**src/sv/sfnv_pkg.sv**
```systemverilog
// ----------------------------------------------------------------------------
// Sparse FNV-1a 64 hash package
// Shared constants, the front-to-back queue entry and the hash arithmetic.
// ----------------------------------------------------------------------------
`default_nettype none

package sfnv_pkg;

	localparam int LENGTH_BITS = 32;
	localparam int LG_W = $clog2(LENGTH_BITS + 1);
	localparam int LEN_SHIFT = 5;
	localparam int MIX_W = LENGTH_BITS - LEN_SHIFT;
	localparam int VALUE_W = 21;
	localparam int HASH_W = 64;
	localparam int QUEUE_DEPTH = 4;
	localparam int QPTR_W = $clog2(QUEUE_DEPTH);
	localparam int QCNT_W = $clog2(QUEUE_DEPTH + 1);
	localparam int MAX_PER_STRIDE = 8;

	localparam logic [HASH_W-1:0] FNV_BASIS = 64'hcbf29ce484222325;
	localparam logic [HASH_W-1:0] ALL_ONES_SUB = 64'hfffffffffffffffe;

	typedef struct packed {
		logic start;
		logic fold;
		logic last;
		logic [VALUE_W-1:0] value;
		logic [MIX_W-1:0] mix;
	} entry_t;

	// The FNV prime is 2^40 + 0x1b3, so the product is a sum of shifted copies.
	function automatic logic [HASH_W-1:0] fnv_mul(input logic [HASH_W-1:0] h);
		fnv_mul = h + (h << 1) + (h << 4) + (h << 5) + (h << 7) + (h << 8) + (h << 40);
	endfunction

	function automatic logic [HASH_W-1:0] fnv_finish(input logic [HASH_W-1:0] h,
			input logic [MIX_W-1:0] mix);
		logic [HASH_W-1:0] r;
		r = h ^ {{(HASH_W - MIX_W){1'b0}}, mix};
		if (r == '1) begin
			r = ALL_ONES_SUB;
		end
		fnv_finish = r;
	endfunction

endpackage

`default_nettype wire

```
**src/sv/sfnv_in_if.sv**
```systemverilog
// ----------------------------------------------------------------------------
// Sparse FNV-1a 64 hash request channel
// Valid/ready channel carrying one request item.
// ----------------------------------------------------------------------------
`default_nettype none

interface sfnv_in_if;
	logic valid;
	logic ready;
	logic req_type;
	logic [31:0] length;
	logic [sfnv_pkg::VALUE_W-1:0] value;

	modport source (output valid, output req_type, output length, output value, input ready);
	modport sink (input valid, input req_type, input length, input value, output ready);
endinterface

`default_nettype wire

```
**src/sv/sfnv_out_if.sv**
```systemverilog
// ----------------------------------------------------------------------------
// Sparse FNV-1a 64 hash result channel
// Valid/ready channel carrying one result item.
// ----------------------------------------------------------------------------
`default_nettype none

interface sfnv_out_if;
	logic valid;
	logic ready;
	logic signed [sfnv_pkg::HASH_W-1:0] hash;

	modport source (output valid, output hash, input ready);
	modport sink (input valid, input hash, output ready);
endinterface

`default_nettype wire

```
**src/sv/sfnv_front.sv**
```systemverilog
// ----------------------------------------------------------------------------
// Sparse FNV-1a 64 hash front end
// Accepts items, tracks the open message and stride, and queues only the
// starts and the elements that fold into the hash or close the message.
// ----------------------------------------------------------------------------
`default_nettype none

module sfnv_front (
	input  wire logic            clk,
	input  wire logic            arst_n,
	sfnv_in_if.sink              req,
	output sfnv_pkg::entry_t     push_data,
	output logic                 push_valid,
	input  wire logic            push_ready
);

	logic [63:0] len_full;
	logic [sfnv_pkg::LENGTH_BITS-1:0] len;
	logic [sfnv_pkg::LG_W-1:0] lg_new;
	logic [sfnv_pkg::LENGTH_BITS-1:0] pos_mask;
	logic [sfnv_pkg::LENGTH_BITS:0] cnt_nxt;
	logic fold;
	logic last;
	logic acc;

	logic [sfnv_pkg::LENGTH_BITS-1:0] msg_len_q;
	logic [sfnv_pkg::LENGTH_BITS-1:0] count_q;
	logic [sfnv_pkg::LG_W-1:0] lg_q;
	logic active_q;

	assign req.ready = push_ready;
	assign acc = req.valid && push_ready;

	assign len_full = {32'd0, req.length};
	assign len = len_full[sfnv_pkg::LENGTH_BITS-1:0];

	always_comb begin
		lg_new = sfnv_pkg::LG_W'(1);
		for (int i = sfnv_pkg::LENGTH_BITS - 1; i >= 1; i--) begin
			if ((len >> i) <= sfnv_pkg::LENGTH_BITS'(sfnv_pkg::MAX_PER_STRIDE)) begin
				lg_new = sfnv_pkg::LG_W'(i);
			end
		end
	end

	assign pos_mask = (sfnv_pkg::LENGTH_BITS'(1) << lg_q) - sfnv_pkg::LENGTH_BITS'(1);
	assign fold = (count_q & pos_mask) == pos_mask;
	assign cnt_nxt = {1'b0, count_q} + {{sfnv_pkg::LENGTH_BITS{1'b0}}, 1'b1};
	assign last = cnt_nxt >= {1'b0, msg_len_q};

	always_comb begin
		push_valid = 1'b0;
		push_data.start = 1'b0;
		push_data.fold = fold;
		push_data.last = last;
		push_data.value = req.value;
		push_data.mix = msg_len_q[sfnv_pkg::LENGTH_BITS-1:sfnv_pkg::LEN_SHIFT];
		if (req.req_type == 1'b0) begin
			push_valid = req.valid;
			push_data.start = 1'b1;
			push_data.fold = 1'b0;
			push_data.last = len <= sfnv_pkg::LENGTH_BITS'(1);
			push_data.mix = len[sfnv_pkg::LENGTH_BITS-1:sfnv_pkg::LEN_SHIFT];
		end else begin
			push_valid = req.valid && active_q && (fold || last);
		end
	end

	always_ff @(posedge clk or negedge arst_n) begin
		if (!arst_n) begin
			msg_len_q <= '0;
			count_q <= '0;
			lg_q <= sfnv_pkg::LG_W'(1);
			active_q <= 1'b0;
		end else if (acc) begin
			if (req.req_type == 1'b0) begin
				msg_len_q <= len;
				count_q <= '0;
				lg_q <= lg_new;
				active_q <= len > sfnv_pkg::LENGTH_BITS'(1);
			end else if (active_q) begin
				count_q <= cnt_nxt[sfnv_pkg::LENGTH_BITS-1:0];
				if (last) begin
					active_q <= 1'b0;
				end
			end
		end
	end

endmodule

`default_nettype wire

```
**src/sv/sfnv_queue.sv**
```systemverilog
// ----------------------------------------------------------------------------
// Sparse FNV-1a 64 hash queue
// Short register queue that decouples the front end from the hash engine.
// ----------------------------------------------------------------------------
`default_nettype none

module sfnv_queue (
	input  wire logic              clk,
	input  wire logic              arst_n,
	input  wire sfnv_pkg::entry_t  push_data,
	input  wire logic              push_valid,
	output logic                   push_ready,
	output sfnv_pkg::entry_t       pop_data,
	output logic                   pop_valid,
	input  wire logic              pop_ready
);

	sfnv_pkg::entry_t entries_q [sfnv_pkg::QUEUE_DEPTH];
	logic [sfnv_pkg::QPTR_W-1:0] wr_ptr_q;
	logic [sfnv_pkg::QPTR_W-1:0] rd_ptr_q;
	logic [sfnv_pkg::QCNT_W-1:0] count_q;
	logic do_push;
	logic do_pop;

	assign push_ready = count_q != sfnv_pkg::QCNT_W'(sfnv_pkg::QUEUE_DEPTH);
	assign pop_valid = count_q != '0;
	assign pop_data = entries_q[rd_ptr_q];
	assign do_push = push_valid && push_ready;
	assign do_pop = pop_valid && pop_ready;

	always_ff @(posedge clk) begin
		if (do_push) begin
			entries_q[wr_ptr_q] <= push_data;
		end
	end

	always_ff @(posedge clk or negedge arst_n) begin
		if (!arst_n) begin
			wr_ptr_q <= '0;
			rd_ptr_q <= '0;
			count_q <= '0;
		end else begin
			if (do_push) begin
				wr_ptr_q <= wr_ptr_q + sfnv_pkg::QPTR_W'(1);
			end
			if (do_pop) begin
				rd_ptr_q <= rd_ptr_q + sfnv_pkg::QPTR_W'(1);
			end
			if (do_push && !do_pop) begin
				count_q <= count_q + sfnv_pkg::QCNT_W'(1);
			end else if (do_pop && !do_push) begin
				count_q <= count_q - sfnv_pkg::QCNT_W'(1);
			end
		end
	end

endmodule

`default_nettype wire

```
**src/sv/sfnv_back.sv**
```systemverilog
// ----------------------------------------------------------------------------
// Sparse FNV-1a 64 hash engine
// Folds queued elements into the hash and registers the finished result.
// ----------------------------------------------------------------------------
`default_nettype none

module sfnv_back (
	input  wire logic              clk,
	input  wire logic              arst_n,
	input  wire sfnv_pkg::entry_t  pop_data,
	input  wire logic              pop_valid,
	output logic                   pop_ready,
	sfnv_out_if.source             rsp
);

	logic [sfnv_pkg::HASH_W-1:0] hash_q;
	logic [sfnv_pkg::MIX_W-1:0] mix_q;
	logic [sfnv_pkg::HASH_W-1:0] hash_out_q;
	logic out_valid_q;
	logic [sfnv_pkg::HASH_W-1:0] h_new;
	logic [sfnv_pkg::MIX_W-1:0] mix_sel;
	logic do_pop;

	assign pop_ready = !pop_data.last || !out_valid_q || rsp.ready;
	assign do_pop = pop_valid && pop_ready;
	assign rsp.valid = out_valid_q;
	assign rsp.hash = $signed(hash_out_q);

	always_comb begin
		if (pop_data.start) begin
			h_new = sfnv_pkg::FNV_BASIS;
			mix_sel = pop_data.mix;
		end else begin
			mix_sel = mix_q;
			if (pop_data.fold) begin
				h_new = sfnv_pkg::fnv_mul(hash_q ^ {{(sfnv_pkg::HASH_W - sfnv_pkg::VALUE_W){1'b0}},
					pop_data.value});
			end else begin
				h_new = hash_q;
			end
		end
	end

	always_ff @(posedge clk) begin
		if (do_pop && pop_data.last) begin
			hash_out_q <= sfnv_pkg::fnv_finish(h_new, mix_sel);
		end
	end

	always_ff @(posedge clk or negedge arst_n) begin
		if (!arst_n) begin
			hash_q <= sfnv_pkg::FNV_BASIS;
			mix_q <= '0;
			out_valid_q <= 1'b0;
		end else begin
			if (do_pop) begin
				hash_q <= h_new;
				if (pop_data.start) begin
					mix_q <= pop_data.mix;
				end
			end
			if (do_pop && pop_data.last) begin
				out_valid_q <= 1'b1;
			end else if (rsp.ready) begin
				out_valid_q <= 1'b0;
			end
		end
	end

endmodule

`default_nettype wire

```
**src/sv/sparse_fnv1a_64_hash_top.sv**
```systemverilog
// ----------------------------------------------------------------------------
// Sparse FNV-1a 64 hash top level
// A message's hash is registered once its closing item passes the queue.
// Throughput: one item and one fold per cycle, unless the output stalls.
// A four-entry queue between front end and hash engine absorbs output stalls.
// Reset: arst_n clears all control state at once; no message is open after it.
// ----------------------------------------------------------------------------
`default_nettype none

module sparse_fnv1a_64_hash_top (
	input  wire logic  clk,
	input  wire logic  arst_n,
	sfnv_in_if.sink    req,
	sfnv_out_if.source rsp
);

	sfnv_pkg::entry_t push_data;
	logic push_valid;
	logic push_ready;
	sfnv_pkg::entry_t pop_data;
	logic pop_valid;
	logic pop_ready;

	sfnv_front u_front (
		.clk        (clk),
		.arst_n     (arst_n),
		.req        (req),
		.push_data  (push_data),
		.push_valid (push_valid),
		.push_ready (push_ready)
	);

	sfnv_queue u_queue (
		.clk        (clk),
		.arst_n     (arst_n),
		.push_data  (push_data),
		.push_valid (push_valid),
		.push_ready (push_ready),
		.pop_data   (pop_data),
		.pop_valid  (pop_valid),
		.pop_ready  (pop_ready)
	);

	sfnv_back u_back (
		.clk       (clk),
		.arst_n    (arst_n),
		.pop_data  (pop_data),
		.pop_valid (pop_valid),
		.pop_ready (pop_ready),
		.rsp       (rsp)
	);

endmodule

`default_nettype wire
```
**src/flat_wrapper.sv**
```systemverilog
// flat-port wrapper written by rule: the top's interface ports become plain ports
module sparse_fnv1a_64_hash_top_flat 
  (clk, arst_n, req_valid, req_req_type, req_length, req_value, req_ready, rsp_valid, rsp_hash, rsp_ready);
  sfnv_in_if req_i ();
  sfnv_out_if rsp_i ();
  input  wire logic clk;
  input  wire logic arst_n;
  input wire logic [$bits(req_i.valid)-1:0] req_valid;
  input wire logic [$bits(req_i.req_type)-1:0] req_req_type;
  input wire logic [$bits(req_i.length)-1:0] req_length;
  input wire logic [$bits(req_i.value)-1:0] req_value;
  output wire logic [$bits(req_i.ready)-1:0] req_ready;
  output wire logic [$bits(rsp_i.valid)-1:0] rsp_valid;
  output wire logic [$bits(rsp_i.hash)-1:0] rsp_hash;
  input wire logic [$bits(rsp_i.ready)-1:0] rsp_ready;
  assign req_i.valid = req_valid;
  assign req_i.req_type = req_req_type;
  assign req_i.length = req_length;
  assign req_i.value = req_value;
  assign req_ready = req_i.ready;
  assign rsp_valid = rsp_i.valid;
  assign rsp_hash = rsp_i.hash;
  assign rsp_i.ready = rsp_ready;
  sparse_fnv1a_64_hash_top u_core (.clk(clk), .arst_n(arst_n), .req(req_i), .rsp(rsp_i));
endmodule
```
**config.mk**
```make
export PLATFORM = sky130hd
export DESIGN_NAME = sparse_fnv1a_64_hash_top_flat
export DESIGN_NICKNAME = d
export VERILOG_FILES = /design/src/sv/sfnv_pkg.sv /design/src/sv/sfnv_in_if.sv /design/src/sv/sfnv_out_if.sv /design/src/sv/sfnv_front.sv /design/src/sv/sfnv_queue.sv /design/src/sv/sfnv_back.sv /design/src/sv/sparse_fnv1a_64_hash_top.sv /design/src/flat_wrapper.sv
export SDC_FILE = /design/constraint.sdc
export NUM_CORES = 1
export LEC_CHECK = 0
export BUFFER_PORTS_ARGS = -buffer_cell sky130_fd_sc_hd__buf_2
export CAP_MARGIN = 20
export CELL_PAD_IN_SITES_DETAIL_PLACEMENT = 1
export CELL_PAD_IN_SITES_GLOBAL_PLACEMENT = 2
export CORE_ASPECT_RATIO = 1.25
export CORE_MARGIN = 10
export CORE_UTILIZATION = 43
export DETAILED_ROUTE_END_ITERATION = 8
export PLACE_DENSITY = 0.94
export SLEW_MARGIN = 5
export SYNTH_ARGS = -nofsm -noshare
export SYNTH_HDL_FRONTEND = slang
export SYNTH_SLANG_ARGS = --single-unit
```
**constraint.sdc**
```tcl
create_clock -name clk -period 10.3 [get_ports clk]
set_clock_uncertainty 0.15 [all_clocks]
set_input_delay 0.515 -clock clk [delete_from_list [all_inputs] [get_ports clk]]
set_output_delay 0.515 -clock clk [all_outputs]
set_load 0.02 [all_outputs]
```
==> flow_summary.ini <==
[clock_network]
clkLatencyLatePin_ns = 0.64
root_buffer = clkbuf_16
htreeDepth = 2
post-cts-setup-buffers = 0
numCtsBuffers = 47
path_clk_slew_ns = 0.06
cts_tree = yes
cts.sinks = 437
clockBufferDepth = 3
postCtsHoldBufs = 27
cts_resized = 0

[synth]
synthDistinctLibCells = 103
yosys_warnings = 0
yosys_most_used_dff = edfxtp_1
synth.avg_cell_area_sq_um = 10.8
ys_seq_elements = 437
synth_area_sq_um = 32200
seq_area_frac_synth_pct = 38.2
synth_cells = 2980
synth_nets = 3435
synth_edf_count = 268
async_flop_share_pct = 38.7

[routing]
vias = 25230
drc = 0
antenna_left = 0
via_per_inst = 6.16
wl_per_cell_microns = 29.3
dr.pass1.iters = 6
totalWireLength_mm = 120
drt_iter0_markers = 2028

[critical_path]
worstPathArrival_ns = 9.38
crit_path_start_kind = flop
endpoint_kind = flop
crit_chain = buf_4 > mux4_2 > xor2_1 > inv_1 > xnor2_1 > ha_1 > a21oi_1 > fa_1 > inv_1 > fa_1 > ha_1 > ha_1 > a21oi_1 > o21ai_0 > a311oi_1 > and3_1 > nor3_1 > o21ai_0 > a211oi_1 > nand4_1 > nor4_1 > nand4_1 > and2_1
path_class = reg2reg
critical_path_required_ns = 10.52
max_stage_delay_ns = 0.66
path_delay_family = adder cells
critPathMaxFanout = 27
cp_common_cell = ha_1
crit_slowest_cell = dfrtp_4
path_buf_inv = 3

[global_routing]
grt_usage_pct = 27.5
grt_overflow = 0
antenna_found_initial = 5
grt_pass1_wl_mm = 179
grt_max_degree = 67
grt_pass1_vias = 27545

[finish]
syn2layout_area_growth_pct = 10.8
layout_commonest_cell = inv_1
fin_nets = 3542
final_layout_size_suffix_gt1_share_pct = 13.5
utilization_pct = 48.0
num-fill-cells = 8000
final_cell_mix = inv_1, edfxtp_1, nand2_1, fa_1, o21ai_0

[outcome]
status = finished clean

[floorplanning]
chipHeight_microns = 326
dieArea_sq_um = 86300
coreArea_sq_um = 74400
num_rows = 112
ioPinCount = 124
die_w_microns = 265
start_util_pct = 43.3

[sta]
fmax_mhz = 109
finalSetupTns_ns = 0
finalSetupViolCount = 0
slew_viol_final = 0
final_hold_viol_count = 0
worst_slew_pin_slew_ns = 1.09
setup_slack_ns = 1.13
relSlewSlack_pct = 27.0
rsz0062_at_grt = false
period_minus_slack_ns = 9.17
fin_crit_sh_pct = 89.0

[placed_design]
port_buffers = 123
hpwl_mm = 89.8
place_congestion = 0.961
post-place-ws_ns = 1.29

[flow_run]
cap_violations = 0

[worst_hold_path]
min_path_type = in2reg
==> layout make-up <==
type,count,area (sq um),share of cell area (%)
diodes,3,7.51,0.0210
clock buffers,56,1230,3.45
clock inverters,32,400,1.12
inverters,384,1440,4.04
multi-input cells,2027,17900,50.1
flip-flops and latches,437,12300,34.5
well taps,969,1210,3.40
repair buffers,190,1200,3.36
==> flip-flops by register name, summed over array words and instances (netlist names) <==
| register | flops |
|---|---|
| u_core.u_queue.count_q | 3 |
| u_core.u_back.rsp.hash | 64 |
| u_core.u_front.active_q | 1 |
| u_core.u_front.count_q | 32 |
| u_core.u_queue.entries_q | 204 |
| u_core.u_queue.wr_ptr_q | 2 |
| u_core.u_back.hash_q | 64 |
| u_core.u_back.rsp.valid | 1 |
| u_core.u_front.lg_q | 5 |
| u_core.u_queue.rd_ptr_q | 2 |
| u_core.u_back.mix_q | 27 |
| u_core.u_front.msg_len_q | 32 |
==> tightest hold or removal path: cells and delay by family <==
kind	cells	cell delay [ns]
AO/OA/AOI/OAI	1	0.07
buffers and inverters	1	0.14
AND/OR/NAND/NOR	1	0.05
==> cell usage after synthesis, types with 20 or more instances <==
cell / n / share of area [%]
dfstp_2: 29 / 2.4
ha_1: 170 / 6.6
xnor2_1: 81 / 2.2
fa_1: 227 / 14
mux2i_1: 38 / 1.2
a22o_1: 37 / 1.0
o21ai_0: 175 / 2.7
nand4_1: 37 / 0.72
o31ai_1: 21 / 0.49
a21oi_1: 146 / 2.3
xor2_1: 52 / 1.4
o22ai_1: 26 / 0.51
dfrtp_1: 140 / 11
and2_1: 25 / 0.49
buf_2: 34 / 0.53
mux2_2: 48 / 1.7
o211ai_1: 22 / 0.51
mux4_2: 51 / 3.6
nor3_1: 55 / 0.85
and3_1: 38 / 0.74
nand2_1: 240 / 2.8
nor2_1: 119 / 1.4
inv_1: 383 / 4.5
a21o_1: 39 / 0.91
nand3_1: 59 / 0.92
or3_1: 20 / 0.39
clkbuf_1: 75 / 0.87
edfxtp_1: 268 / 25
==> worst paths after layout <==
path | from | to | slack [ns] | cells past startpoint
max in group asynchronous | arst_n | u_core.u_queue.rd_ptr_q[0]$_DFFE_PN0P_ | 8.04 | 3
hold reg to reg | u_core.u_front.msg_len_q[0]$_DFFE_PN0P_ | u_core.u_front.msg_len_q[0]$_DFFE_PN0P_ | 0.34 | 2
hold / removal | req_length[22] | u_core.u_front.msg_len_q[22]$_DFFE_PN0P_ | 0.03 | 3
min in group asynchronous | arst_n | u_core.u_front.count_q[4]$_DFFE_PN0P_ | 0.28 | 2
setup reg to reg | u_core.u_queue.rd_ptr_q[0]$_DFFE_PN0P_ | u_core.u_back.rsp.hash[0]$_SDFFCE_PN0P_ | 1.13 | 23
setup / recovery | u_core.u_queue.rd_ptr_q[0]$_DFFE_PN0P_ | u_core.u_back.rsp.hash[0]$_SDFFCE_PN0P_ | 1.13 | 23
==> stage by stage <==
step / hold slack (ns) / instances / instance area (sq um)
2_1_floorplan: 0.0694 / 2980 / 32200
3_3_place_gp: 0.308 / 3975 / 33700
3_5_place_dp: 0.329 / 3978 / 33800
4_1_cts: 0.0101 / 4093 / 35700
5_1_grt: 0.0383 / 4097 / 35700
6_report: 0.0344 / 4098 / 35700
==> logic make-up (layout without fill, tap and decap cells) <==
family                     after synthesis  in the layout  share of synthesized area [%]
and+or+nand+nor                        692            692                           10.6
AOI/OAI and AO/OA                      666            666                           14.0
buffers and inverters                  516            662                           6.33
DFF                                    437            437                           38.2
adders and majority gates              397            397                           20.7
muxes                                  139            139                           6.51
xor gates and xnor gates               133            133                           3.62
other                                    0              3                              0
==> layer usage <==
layer | track usage (%) | wire [microns] | vias to the layer above | share of wire, %
li1 | - | - | 10791 | -
met1 | 31.3 | 44800 | 13056 | 37
met2 | 47.5 | 59700 | 1029 | 50
met3 | 4.27 | 6860 | 350 | 5.7
met4 | 17.9 | 8780 | 4 | 7.3
met5 | 0 | 25 | - | 0.021
Power is left out: the tool's default activity adds up to more than one toggle a clock period on the data nets, which glitch-free logic cannot reach.
